**config.mk**
```make
export PLATFORM = sky130hd
export DESIGN_NAME = mmdcs_ctrl
export DESIGN_NICKNAME = d
export VERILOG_FILES = /design/src/sv/mmdcs_pkg.sv /design/src/sv/mmdcs_ctrl.sv
export SDC_FILE = /design/constraint.sdc
export NUM_CORES = 1
export LEC_CHECK = 0
export BUFFER_PORTS_ARGS = -buffer_cell sky130_fd_sc_hd__buf_4
export CAP_MARGIN = 20
export CORE_MARGIN = 2
export CORE_UTILIZATION = 45
export CTS_BUF_LIST = sky130_fd_sc_hd__clkbuf_2 sky130_fd_sc_hd__clkbuf_4 sky130_fd_sc_hd__clkbuf_8
export DETAILED_ROUTE_END_ITERATION = 10
export SYNTH_ARGS = -nofsm -noshare
export SYNTH_HDL_FRONTEND = slang
export SYNTH_SLANG_ARGS = --single-unit
export TNS_END_PERCENT = 1
```
**constraint.sdc**
```tcl
create_clock -name clock -period 4.5 [get_ports clock]
set_input_delay 0.9 -clock clock [delete_from_list [all_inputs] [get_ports clock]]
set_output_delay 0.9 -clock clock [all_outputs]
set_load 0.03 [all_outputs]
```
**src/sv/mmdcs_pkg.sv**
```systemverilog
package mmdcs_pkg;

   // store geometry
   localparam int MAX_POINTS = 1024;
   localparam int ADDR_W     = $clog2(MAX_POINTS);
   localparam int CNT_W      = ADDR_W + 1;

   // field widths
   localparam int COORD_W = 14;
   localparam int GW_W    = 12;
   localparam int STEP_W  = 8;
   localparam int OP_W    = 2;
   localparam int CSR_W   = 2;
   localparam int CTR_W   = 15;
   localparam int DX_W    = 16;
   localparam int SQ_W    = 29;
   localparam int D2_W    = 30;
   localparam int RAD_W   = 19;

   // sample index must reach count - 1 + largest stride
   localparam int IDX_W = ((CNT_W > STEP_W) ? CNT_W : STEP_W) + 1;

   // integer root unit
   localparam int ROOT_N_W   = 2 * RAD_W;
   localparam int REM_W      = RAD_W + 3;
   localparam int ROOT_CNT_W = $clog2(RAD_W + 1);

   localparam logic [STEP_W-1:0] CONTOUR_STEP_RST = STEP_W'(20);
   localparam logic [STEP_W-1:0] GRID_STEP_RST    = STEP_W'(5);

   typedef enum logic [OP_W-1:0] {
      OP_APPEND = 2'd0,
      OP_SEARCH = 2'd1,
      OP_CLEAR  = 2'd2
   } opcode_type;

   typedef enum logic [CSR_W-1:0] {
      CSR_CONTOUR_STEP = 2'd0,
      CSR_GRID_STEP    = 2'd1
   } csr_index_type;

   typedef enum logic [2:0] {
      ST_IDLE,
      ST_SCAN,
      ST_DRAIN,
      ST_ROOT,
      ST_WAIT_ROOT
   } state_type;

   typedef struct packed {
      logic              wr_en;
      logic [ADDR_W-1:0] wr_addr;
      logic              load;
      logic              rd_en;
      logic [ADDR_W-1:0] rd_addr;
      logic              rd_first;
      logic              rd_last;
      logic              update;
      logic              next_col;
      logic              next_row;
      logic [STEP_W-1:0] grid_step;
      logic              root_start;
      logic              emit;
      logic              dropped;
   } cmd_type;

   typedef struct packed {
      logic min_done;
      logic root_done;
   } status_type;

endpackage

```
**src/sv/mmdcs_ctrl.sv**
```systemverilog
module mmdcs_ctrl (
   input  logic                              clock,
   input  logic                              reset,
   input  logic                              start,
   output logic                              busy,
   input  logic [mmdcs_pkg::OP_W-1:0]        req_opcode,
   input  logic [mmdcs_pkg::GW_W-1:0]        req_grid_width,
   input  logic                              csr_valid,
   output logic                              csr_ready,
   input  logic [mmdcs_pkg::CSR_W-1:0]       csr_index,
   input  logic [mmdcs_pkg::STEP_W-1:0]      csr_wdata,
   output mmdcs_pkg::cmd_type                cmd,
   input  mmdcs_pkg::status_type             status
);
   import mmdcs_pkg::*;

   state_type state_ff, state_in;

   logic [STEP_W-1:0] contour_step_ff, grid_step_ff;
   logic [STEP_W-1:0] cs, gs;
   logic [CNT_W-1:0]  count_ff, count_in;
   logic              ovf_ff, ovf_in;
   logic [IDX_W-1:0]  idx_ff, idx_in, idx_next;
   logic [GW_W-1:0]   gw_ff, gw_in;
   logic [GW_W-1:0]   w_ff, w_in, h_ff, h_in;
   logic [GW_W:0]     w_next, h_next;

   assign cs = (contour_step_ff == '0) ? STEP_W'(1) : contour_step_ff;
   assign gs = (grid_step_ff == '0) ? STEP_W'(1) : grid_step_ff;

   assign idx_next = idx_ff + IDX_W'(cs);
   assign w_next   = {1'b0, w_ff} + (GW_W + 1)'(gs);
   assign h_next   = {1'b0, h_ff} + (GW_W + 1)'(gs);

   always_comb begin
      state_in = state_ff;
      count_in = count_ff;
      ovf_in   = ovf_ff;
      idx_in   = idx_ff;
      gw_in    = gw_ff;
      w_in     = w_ff;
      h_in     = h_ff;

      cmd            = '0;
      cmd.wr_addr    = count_ff[ADDR_W-1:0];
      cmd.rd_addr    = idx_ff[ADDR_W-1:0];
      cmd.grid_step  = gs;
      cmd.dropped    = ovf_ff;

      unique case (state_ff)
         ST_IDLE: begin
            if (start) begin
               unique case (req_opcode)
                  OP_APPEND: begin
                     if (count_ff < CNT_W'(MAX_POINTS)) begin
                        cmd.wr_en = 1'b1;
                        count_in  = count_ff + CNT_W'(1);
                     end else begin
                        ovf_in = 1'b1;
                     end
                  end
                  OP_SEARCH: begin
                     cmd.load = 1'b1;
                     gw_in    = req_grid_width;
                     idx_in   = '0;
                     w_in     = '0;
                     h_in     = '0;
                     if ((count_ff == '0) || (req_grid_width == '0)) begin
                        state_in = ST_ROOT;
                     end else begin
                        state_in = ST_SCAN;
                     end
                  end
                  OP_CLEAR: begin
                     count_in = '0;
                     ovf_in   = 1'b0;
                  end
                  default: begin
                  end
               endcase
            end
         end
         ST_SCAN: begin
            // one sampled point per cycle into the distance pipeline
            cmd.rd_en    = 1'b1;
            cmd.rd_first = (idx_ff == '0);
            cmd.rd_last  = (idx_next >= IDX_W'(count_ff));
            if (cmd.rd_last) begin
               state_in = ST_DRAIN;
            end else begin
               idx_in = idx_next;
            end
         end
         ST_DRAIN: begin
            if (status.min_done) begin
               cmd.update = 1'b1;
               idx_in     = '0;
               if (w_next < {1'b0, gw_ff}) begin
                  cmd.next_col = 1'b1;
                  w_in         = w_next[GW_W-1:0];
                  state_in     = ST_SCAN;
               end else if (h_next < {1'b0, gw_ff}) begin
                  cmd.next_row = 1'b1;
                  w_in         = '0;
                  h_in         = h_next[GW_W-1:0];
                  state_in     = ST_SCAN;
               end else begin
                  state_in = ST_ROOT;
               end
            end
         end
         ST_ROOT: begin
            cmd.root_start = 1'b1;
            state_in       = ST_WAIT_ROOT;
         end
         ST_WAIT_ROOT: begin
            if (status.root_done) begin
               cmd.emit = 1'b1;
               state_in = ST_IDLE;
            end
         end
         default: begin
            state_in = ST_IDLE;
         end
      endcase
   end

   always_ff @(posedge clock) begin
      if (reset) begin
         state_ff        <= ST_IDLE;
         count_ff        <= '0;
         ovf_ff          <= 1'b0;
         idx_ff          <= '0;
         gw_ff           <= '0;
         w_ff            <= '0;
         h_ff            <= '0;
         contour_step_ff <= CONTOUR_STEP_RST;
         grid_step_ff    <= GRID_STEP_RST;
      end else begin
         state_ff <= state_in;
         count_ff <= count_in;
         ovf_ff   <= ovf_in;
         idx_ff   <= idx_in;
         gw_ff    <= gw_in;
         w_ff     <= w_in;
         h_ff     <= h_in;
         if (csr_valid) begin
            unique case (csr_index)
               CSR_CONTOUR_STEP: contour_step_ff <= csr_wdata;
               CSR_GRID_STEP:    grid_step_ff    <= csr_wdata;
               default: begin
               end
            endcase
         end
      end
   end

   assign busy      = (state_ff != ST_IDLE);
   assign csr_ready = 1'b1;

endmodule

```
== Word-level counts from Yosys, hierarchy flattened ==
Index checks and enable logic that the tools add are counted.
Word-level totals
  bits in registers: 79
  word-level logic and storage cells: 102
Operators by class
  $add $sub $neg: 4
  magnitude comparators: 4
  equal/unequal tests: 18
  mux-type cells: 45
  reductions and logical operators: 22
Operators by type and width (number)
  $mux W12: 10
  $pmux W12 S2: 2
  $pmux W12 S3: 1
  $add A12 B8 Y13: 2
  $lt A13 B12 Y1: 2
  $logic_not A12 Y1: 2
  $mux W3: 8
  $pmux W11 S2: 1
  $ne A2 B2 Y1 const B: 9
  $logic_not A8 Y1: 2
  $mux W8: 2
  $mux W1: 15
  $pmux W3 S5: 1
  $reduce_and A5 Y1: 3
  $add A12 B8 Y12: 1
  $ge A12 B11 Y1: 1
  $add A11 B1 Y11 const B: 1
  $logic_not A11 Y1: 1
  $lt A11 B11 Y1 const B: 1
  $mux W11: 1
  $reduce_and A4 Y1: 2
  $eq A3 B2 Y1 const B: 2
  $mux W2: 3
  $reduce_and A6 Y1: 1
  other kinds (14): 19

== Longest topological paths before layout ==
Gate-level depths: netlist of the first run.
  depth in word-level cells: 8
  depth in mapped cells: 19

== Worst setup path before layout of the first run ==
Ideal clock, no wire load.
  kind: register to output
  start point: register grid_step_ff[3]
  end point: output port cmd[11] (netlist bit)
  data arrival time: 4.191 ns
  data required time: 3.600 ns
  path slack: -0.591 ns
  stages on the path, launching flop included: 18
  path buffers: 1
  path through: dfxtp_1 -> nor4_1 -> a21o_1 -> ha_1 -> inv_1 -> fa_1 -> nor2b_1 -> o31a_1 -> o21ai_2 -> and2_1 -> xnor2_1 -> ha_1 -> and4_1 -> a22oi_1 -> a31oi_1 -> nor2_2 -> buf_2 -> nor3_1
RTL lines
  from (decl): line mmdcs_ctrl.sv:19  | logic [STEP_W-1:0] contour_step_ff, grid_step_ff;
  from (signal assigned): line mmdcs_ctrl.sv:150  | CSR_GRID_STEP: grid_step_ff <= csr_wdata;
  to (decl): line mmdcs_ctrl.sv:12  | output mmdcs_pkg::cmd_type cmd,

==> summary.txt, run 1 <==
Timing
  • Crit path time final: 4.735 ns
  • Period utilization: 105.2%
  • Setup Skew: 0.01197 ns
  • Final setup margin: -0.2354 ns
  • Actual slew at the worst max-slew pin: 0.7154 ns
  • WHS: 0.4577 ns
  • Max-slew violations: 0
  • Final setup TNS: -0.5958 ns
  • Final setup vio count: 3
  • Max Clock Freq: 211.2 MHz
  • Slew margin rel.: 52.19%
  • RSZ-0062 raised after global routing: yes
  • Final Hold Vio Count: 0

Worst hold path
  • Worst Hold Depth: 2
  • Hold worst-path end: w_ff[7]
  • Min-Delay Path Class: reg2reg
  • Hold_sp: w_ff[7]

Worst setup path
  • RR Endpoint: h_ff[5]
  • Worst setup SP type: flip-flop
  • R2R depth: 18
  • Worst setup EP type: output port
  • CP Class: reg2out
  • Critical Path Fanout Max: 3
  • CP Data Arrival Time: 3.84 ns
  • Worst reg2reg setup slack: 0.28 ns
  • WP data required: 3.60 ns
  • R2R Path Start: grid_step_ff[3]

Yosys
  • Sequential share of the synthesized area: 28.32%
  • Syn Nets: 755
  • Yosys reg bits: 79
  • Syn_area_per_cell: 8.424 um^2
  • Library cells used by synthesis: 69
  • Number of flops mapped to enable cells by yosys: 0
  • Fraction of registers with async set/reset: 0%
  • Gate count of the mapped netlist: 663
  • Mapped cell area: 5585 um^2
  • Yosys warns: 0
  • Post-synth top flop: dfxtp_1

Power
  • PwrDens: 288.0 nW/um^2
  • Clock power share: 29.2%
  • Maximum vdd drop: 0.0002058 V
  • Combinational Power Share: 31.1%
  • Total power: 1.893 mW
  • Sw power: 0.6618 mW
  • Seq pwr share: 39.7%
  • Pint: 1.231 mW
  • Pleak: 2.823 nW
  • Switch share: 34.96%

Finish
  • Layout cells sized above 1: 22.88%
  • Synth-to-layout area growth: 17.67%
  • ANT cells: 0
  • Non-filler cells, final: 889
  • Final nets: 809
  • Final Util: 54.49%

Floorplan
  • # rows: 40
  • Starting Density: 46.31%
  • Core area: 12060 um^2
  • DIE AREA: 13320 um^2
  • Die H: 115.4 um
  • I/O pin count: 71
  • Chip width: 115.4 um

Global routing
  • Antenna violations before repair: 0
  • Gr ovfl total: 0
  • Vias in the first global route: 4643
  • Gr usage total: 23.12%
  • Largest net degree at the start of global routing: 47
  • First-pass GRT wire length: 23820 um

Clocking
  • CTS Hold Bufs: 0
  • CTS root buf: clkbuf_8
  • CTS tree: yes
  • Clock transition at the registers of the reported paths: 0.08 ns
  • Sink Count: 79
  • Skew-Pair Late Insertion Delay: 0.38 ns
  • Number of H-tree levels: 3
  • CTS Buf Count: 9
  • CTS max path bufs: 2

Run
  • Max Cap Viol: 0

Route
  • Vias: 4985
  • Post-route DRC: 0
  • Routed len/inst: 16.94 um
  • Antenna Violating Nets Remaining: 0
  • DR pass1 iterations: 4
  • 1st-iter DRT viols: 247
  • Vias per cell: 5.607
  • WL final: 15060 um

Placement
  • Post-placement cell count: 863
  • DP Wirelength: 11220 um
  • Input/output buffers: 69
  • Gpl congestion: 0.8633

Run status
  • Outcome: complete, but fails checks
  • Failing checks: setup timing
## cell families after synthesis
logic type,Yosys count,share of synthesized area [%]
other,1,0.06714
XOR/XNOR,31,4.861
adder cells (fa/ha/maj),62,14.29
AND/OR/NAND/NOR,229,21.73
AO/OA/AOI/OAI,146,17.90
flip-flops,79,28.32
buffers and inverters,86,7.617
multiplexers,29,5.220
## layer usage
layer	track usage, %	share of wire, %	vias up
met2	35.98	44	121
met1	32.32	49	2360
li1	-	-	2478
met5	0	0	-
met3	3.713	4.8	26
met4	8.675	2.2	0
## registers in the layout, indices dropped and copies added (netlist names)
name / cells
gw_ff: 12
h_ff: 12
idx_ff: 12
w_ff: 12
count_ff: 11
contour_step_ff: 8
grid_step_ff: 8
state_ff: 3
ovf_ff: 1
## Yosys cell counts, drive strengths merged (10+ instances only)
| library cell | n | share of area, % |
|---|---|---|
| clkbuf | 21 | 1.4 |
| nand2 | 46 | 3.1 |
| o21a | 10 | 1.5 |
| buf | 33 | 4.1 |
| a21o | 12 | 1.6 |
| nor4 | 12 | 1.6 |
| a21oi | 31 | 3.0 |
| nand3 | 21 | 1.9 |
| xnor2 | 22 | 3.4 |
| ha | 59 | 13 |
| a211oi | 12 | 1.6 |
| nor2 | 66 | 4.5 |
| nand4 | 19 | 2.4 |
| inv | 32 | 2.2 |
| nor3 | 16 | 1.5 |
| a31oi | 10 | 1.1 |
| dfxtp | 79 | 28 |
| o21ai | 37 | 3.4 |
| mux2i | 28 | 5.0 |
## cell usage in the layout, fill, tap and decap left out, drive strengths merged, types with 2 or more instances in the layout
| master | netlist | layout |
|---|---|---|
| nand3b | 3 | 3 |
| a221o | 2 | 2 |
| a21o | 12 | 12 |
| and4 | 5 | 5 |
| nand4 | 19 | 19 |
| a211oi | 12 | 12 |
| o2111ai | 2 | 2 |
| o21a | 10 | 10 |
| o21bai | 2 | 2 |
| inv | 32 | 32 |
| and3 | 9 | 9 |
| nor2 | 66 | 66 |
| nor4 | 12 | 12 |
| nor3 | 16 | 16 |
| a31oi | 10 | 10 |
| clkinv | 0 | 2 |
| o211ai | 3 | 3 |
| buf | 33 | 97 |
| o41a | 2 | 2 |
| nand2 | 46 | 46 |
| nand3 | 21 | 21 |
| and3b | 2 | 2 |
| fa | 3 | 3 |
| clkbuf | 21 | 12 |
| o31ai | 3 | 3 |
| dfxtp | 79 | 79 |
| a21oi | 31 | 31 |
| nand2b | 6 | 6 |
| a22o | 9 | 9 |
| nor2b | 4 | 4 |
| o21ai | 37 | 37 |
| or3 | 4 | 4 |
| xor2 | 9 | 9 |
| and2 | 6 | 6 |
| xnor2 | 22 | 22 |
| nor3b | 7 | 7 |
| ha | 59 | 59 |
| mux2i | 28 | 28 |
## through the flow
| stage | area, um^2 | setup slack, ns |
|---|---|---|
| 4_1_cts | 6436 | -0.3073 |
| 2_1_floorplan | 5607 | -0.05083 |
| 3_5_place_dp | 6157 | -0.03026 |
| 6_report | 6573 | -0.2354 |
| 3_3_place_gp | 6157 | 0.03174 |
| 5_1_grt | 6573 | -0.4773 |
## power by group through the flow
stage,clock network (mW),registers [mW],logic [mW]
finish,0.553,0.751,0.589
global route,0.598,0.756,0.638
CTS,0.567,0.749,0.572
detailed placement,0,0.765,0.558
global placement,0,0.764,0.551
floorplan,0,0.754,0.393
## what timing repair did
| item | CTS | global route |
|---|---|---|
| hold endpoints to repair | 0 | 0 |
| endpoints found under the setup margin | 3 | 12 |
| pin swaps | 11 | 17 |
| gates resized for setup | 16 | 23 |
| buffers inserted | 4 | 7 |
## worst max-delay path: stages, from the launching register on
cell,delay (ns)
dfxtp_2,0.34
nor4_4,0.27
a21o_2,0.21
ha_4,0.15
inv_2,0.04
fa_2,0.39
nor2b_2,0.13
o31a_1,0.19
o21a_1,0.15
nor2_2,0.05
xnor2_2,0.14
ha_1,0.32
a211oi_2,0.23
nor2_1,0.07
nor3_2,0.13
a31oi_2,0.14
or2_1,0.26
nor2_2,0.10
buf_6,0.14
## final cells by class
type / instances / area, um^2
multi-input combinational: 498 / 3715
fill: 1112 / 5489
clock inverter: 3 / 43.79
inverter: 32 / 120.1
tap: 168 / 210.2
clock buffer: 12 / 152.6
timing repair buffer: 97 / 735.7
sequential: 79 / 1595
## worst max-delay path by stage
stage	slack (ns)	startpoint	cells past startpoint	endpoint
after global routing	-0.48	grid_step_ff[3]	18	cmd[12]
after CTS	-0.31	grid_step_ff[6]	18	cmd[12]
after detailed placement	-0.03	grid_step_ff[3]	17	cmd[12]
final	-0.24	grid_step_ff[3]	18	cmd[12]
after floorplan	-0.05	grid_step_ff[3]	17	cmd[11]
after global placement	0.03	grid_step_ff[3]	17	cmd[12]
No activity file was read; power rests on OpenSTA's default activity.
==> run 2, diff against run 1 <==
- CELL_PAD_IN_SITES_DETAIL_PLACEMENT: default -> 1
- CELL_PAD_IN_SITES_GLOBAL_PLACEMENT: default -> 2
- CORE_UTILIZATION: 45 -> 36
- PLACE_DENSITY_LB_ADDON: default -> 0.1
- TNS_END_PERCENT: 1 -> default
==> run 2 against run 1 <==
The run still ends with setup timing left. Power up 2.7%. Die area is 24% higher. Clock skew is 0.0024 ns higher. Sequential share of layout area shrank 1.0 points. Final area increased by 4.9%. Core utilization is 9.2 points lower. Largest cell class unchanged. Largest power group unchanged.
==> summary.txt, run 2 (same netlist as run 1, synthesis figures left out) <==
Run status
  • Outcome: complete, but fails checks
  • Failing checks: setup timing

Placement
  • DP Wirelength: 13140 um
  • Input/output buffers: 69
  • Place WS: -0.1056 ns
  • Gpl congestion: 0.8049
  • Placed Instance Area: 6197 um^2

Timing
  • Period utilization: 107.4%
  • Slew margin rel.: 47.93%
  • Setup Skew: 0.01436 ns
  • Final Hold Vio Count: 0
  • Final setup TNS: -0.6286 ns
  • Actual slew at the worst max-slew pin: 0.7792 ns
  • Final setup margin: -0.3325 ns
  • Max Clock Freq: 206.9 MHz
  • Final setup vio count: 2
  • RSZ-0062 raised after global routing: yes
  • Max-slew violations: 0
  • Crit path time final: 4.833 ns

Run
  • Max Cap Viol: 0

Worst hold path
  • Hold worst-path end: w_ff[7]
  • Min-Delay Path Class: reg2reg
  • Worst Hold Depth: 2
  • Hold_sp: w_ff[7]

Clocking
  • CTS tree: yes
  • Sink Count: 79
  • CTS root buf: clkbuf_8
  • Clock transition at the registers of the reported paths: 0.09 ns
  • CTS Hold Bufs: 0
  • Skew-Pair Late Insertion Delay: 0.38 ns
  • CTS Buf Count: 9
  • CTS max path bufs: 2
  • Number of H-tree levels: 3

Finish
  • Reg area: 1603 um^2
  • Area of the multi-input gates: 3874 um^2
  • Synth-to-layout area growth: 23.41%
  • Fin area: 6893 um^2
  • Filler cells: 1783
  • Commonest non-fill, non-tap cell in the layout: buf_4
  • ANT cells: 0
  • Layout cells sized above 1: 28.28%
  • Highest-count cells in the layout ignoring fill and taps: buf_4, dfxtp_1, nor2_1, ha_1, nand2_1
  • Final nets: 826

Worst setup path
  • RR Endpoint: idx_ff[8]
  • Worst setup SP type: flip-flop
  • WP data required: 3.60 ns
  • CP max stage cell: fa_2
  • CP Data Arrival Time: 3.93 ns
  • Cell mode on critical path: nor2_1
  • R2R Path Start: contour_step_ff[5]
  • Crit-path cells: nor4_4 > a21o_2 > ha_4 > inv_2 > fa_2 > nor2b_2 > o31a_1 > o21a_1 > nor2_1 > xnor2_1 > ha_1 > a211oi_2 > nor2_1 > nor3_2 > a31oi_4 > or2_4 > nor2_4 > buf_6
  • Critical Path Fanout Max: 3
  • R2R depth: 23
  • CP peak stage delay: 0.37 ns
  • CP Class: reg2out
  • Worst setup EP type: output port
  • Worst reg2reg setup slack: 0.23 ns

Power
  • Total power: 1.943 mW
  • PwrDens: 281.9 nW/um^2
  • Maximum vdd drop: 0.0001664 V
  • Pleak: 2.931 nW

Route
  • Vias per cell: 5.468
  • DR pass1 iterations: 4
  • Routed len/inst: 18.98 um
  • Post-route DRC: 0
  • Antenna Violating Nets Remaining: 0
  • WL final: 17600 um
  • Vias: 5069
  • 1st-iter DRT viols: 216

Floorplan
  • Starting Density: 36.74%
  • Core area: 15200 um^2
  • DIE AREA: 16530 um^2
  • Die H: 128.6 um
  • I/O pin count: 71
  • # rows: 45
  • Chip width: 128.6 um

Global routing
  • Largest net degree at the start of global routing: 47
  • Vias in the first global route: 5233
  • Gr ovfl total: 0
  • Gr usage total: 21.55%
  • First-pass GRT wire length: 27810 um
  • Antenna violations before repair: 0
-- run 2: changes by cell type in the layout (fill, tap and decap cells not counted), sizes merged --
| cell | previous run | this run |
|---|---|---|
| buf | 97 | 113 |
| clkinvlp | 0 | 3 |
| bufinv | 1 | 0 |
| clkbuf | 12 | 11 |
| clkinv | 2 | 3 |
-- run 2: worst max path at each step --
stage,end,startpoint,depth (start not counted)
floorplan,cmd[11],grid_step_ff[3],17
global placement,cmd[14],contour_step_ff[1],15
detailed placement,cmd[12],grid_step_ff[3],17
CTS,cmd[12],grid_step_ff[6],17
global route,cmd[12],grid_step_ff[3],18
finish,cmd[12],grid_step_ff[3],18
-- run 2: metrics by stage --
step	hold WS (ns)	util, %	cells
3_5_place_dp	0.4496	40.77	885
2_1_floorplan	0.4321	-	663
5_1_grt	0.4970	45.34	927
3_3_place_gp	0.4463	40.77	885
6_report	0.4597	45.34	927
4_1_cts	0.4631	43.26	914
-- run 2: power breakdown --
group | total (mW) | internal, mW | leakage [nW] | switching [mW]
Clock | 0.498 | 0.204 | 0.0815 | 0.295
Sequential | 0.751 | 0.722 | 0.643 | 0.0284
Combinational | 0.694 | 0.286 | 2.21 | 0.408
Total | 1.94 | 1.21 | 2.93 | 0.731
-- run 2: final cells by class --
class	count	area share [%]
Multi-Input combinational cell	498	56.20
Sequential cell	79	23.25
Clock buffer	10	1.906
Clock inverter	6	0.5446
Tap cell	188	3.413
Inverter	32	1.743
Timing Repair Buffer	114	12.94
-- run 2: repair_timing --
item	CTS	global route
resized for setup	31	51
setup endpoints to repair	3	26
pin swaps	12	35
buffers inserted	13	14
gates cloned	0	1
-- run 2: per-layer routing --
metal,vias up,part of all wire (%),track usage [%]
met5,-,0,0
met4,0,1.8,6.777
met3,18,2.7,2.495
met2,90,45,33.82
met1,2457,51,30.98
li1,2504,-,-
-- run 2: critical path, delay by kind of cell (launching register included) --
| family | cells | cell delay [ns] |
|---|---|---|
| and+or+nand+nor | 7 | 1.13 |
| AOI/OAI and AO/OA | 5 | 0.90 |
| adders and majority gates | 3 | 0.79 |
| DFF | 1 | 0.34 |
| xor gates and xnor gates | 1 | 0.21 |
| buffers and inverters | 2 | 0.19 |
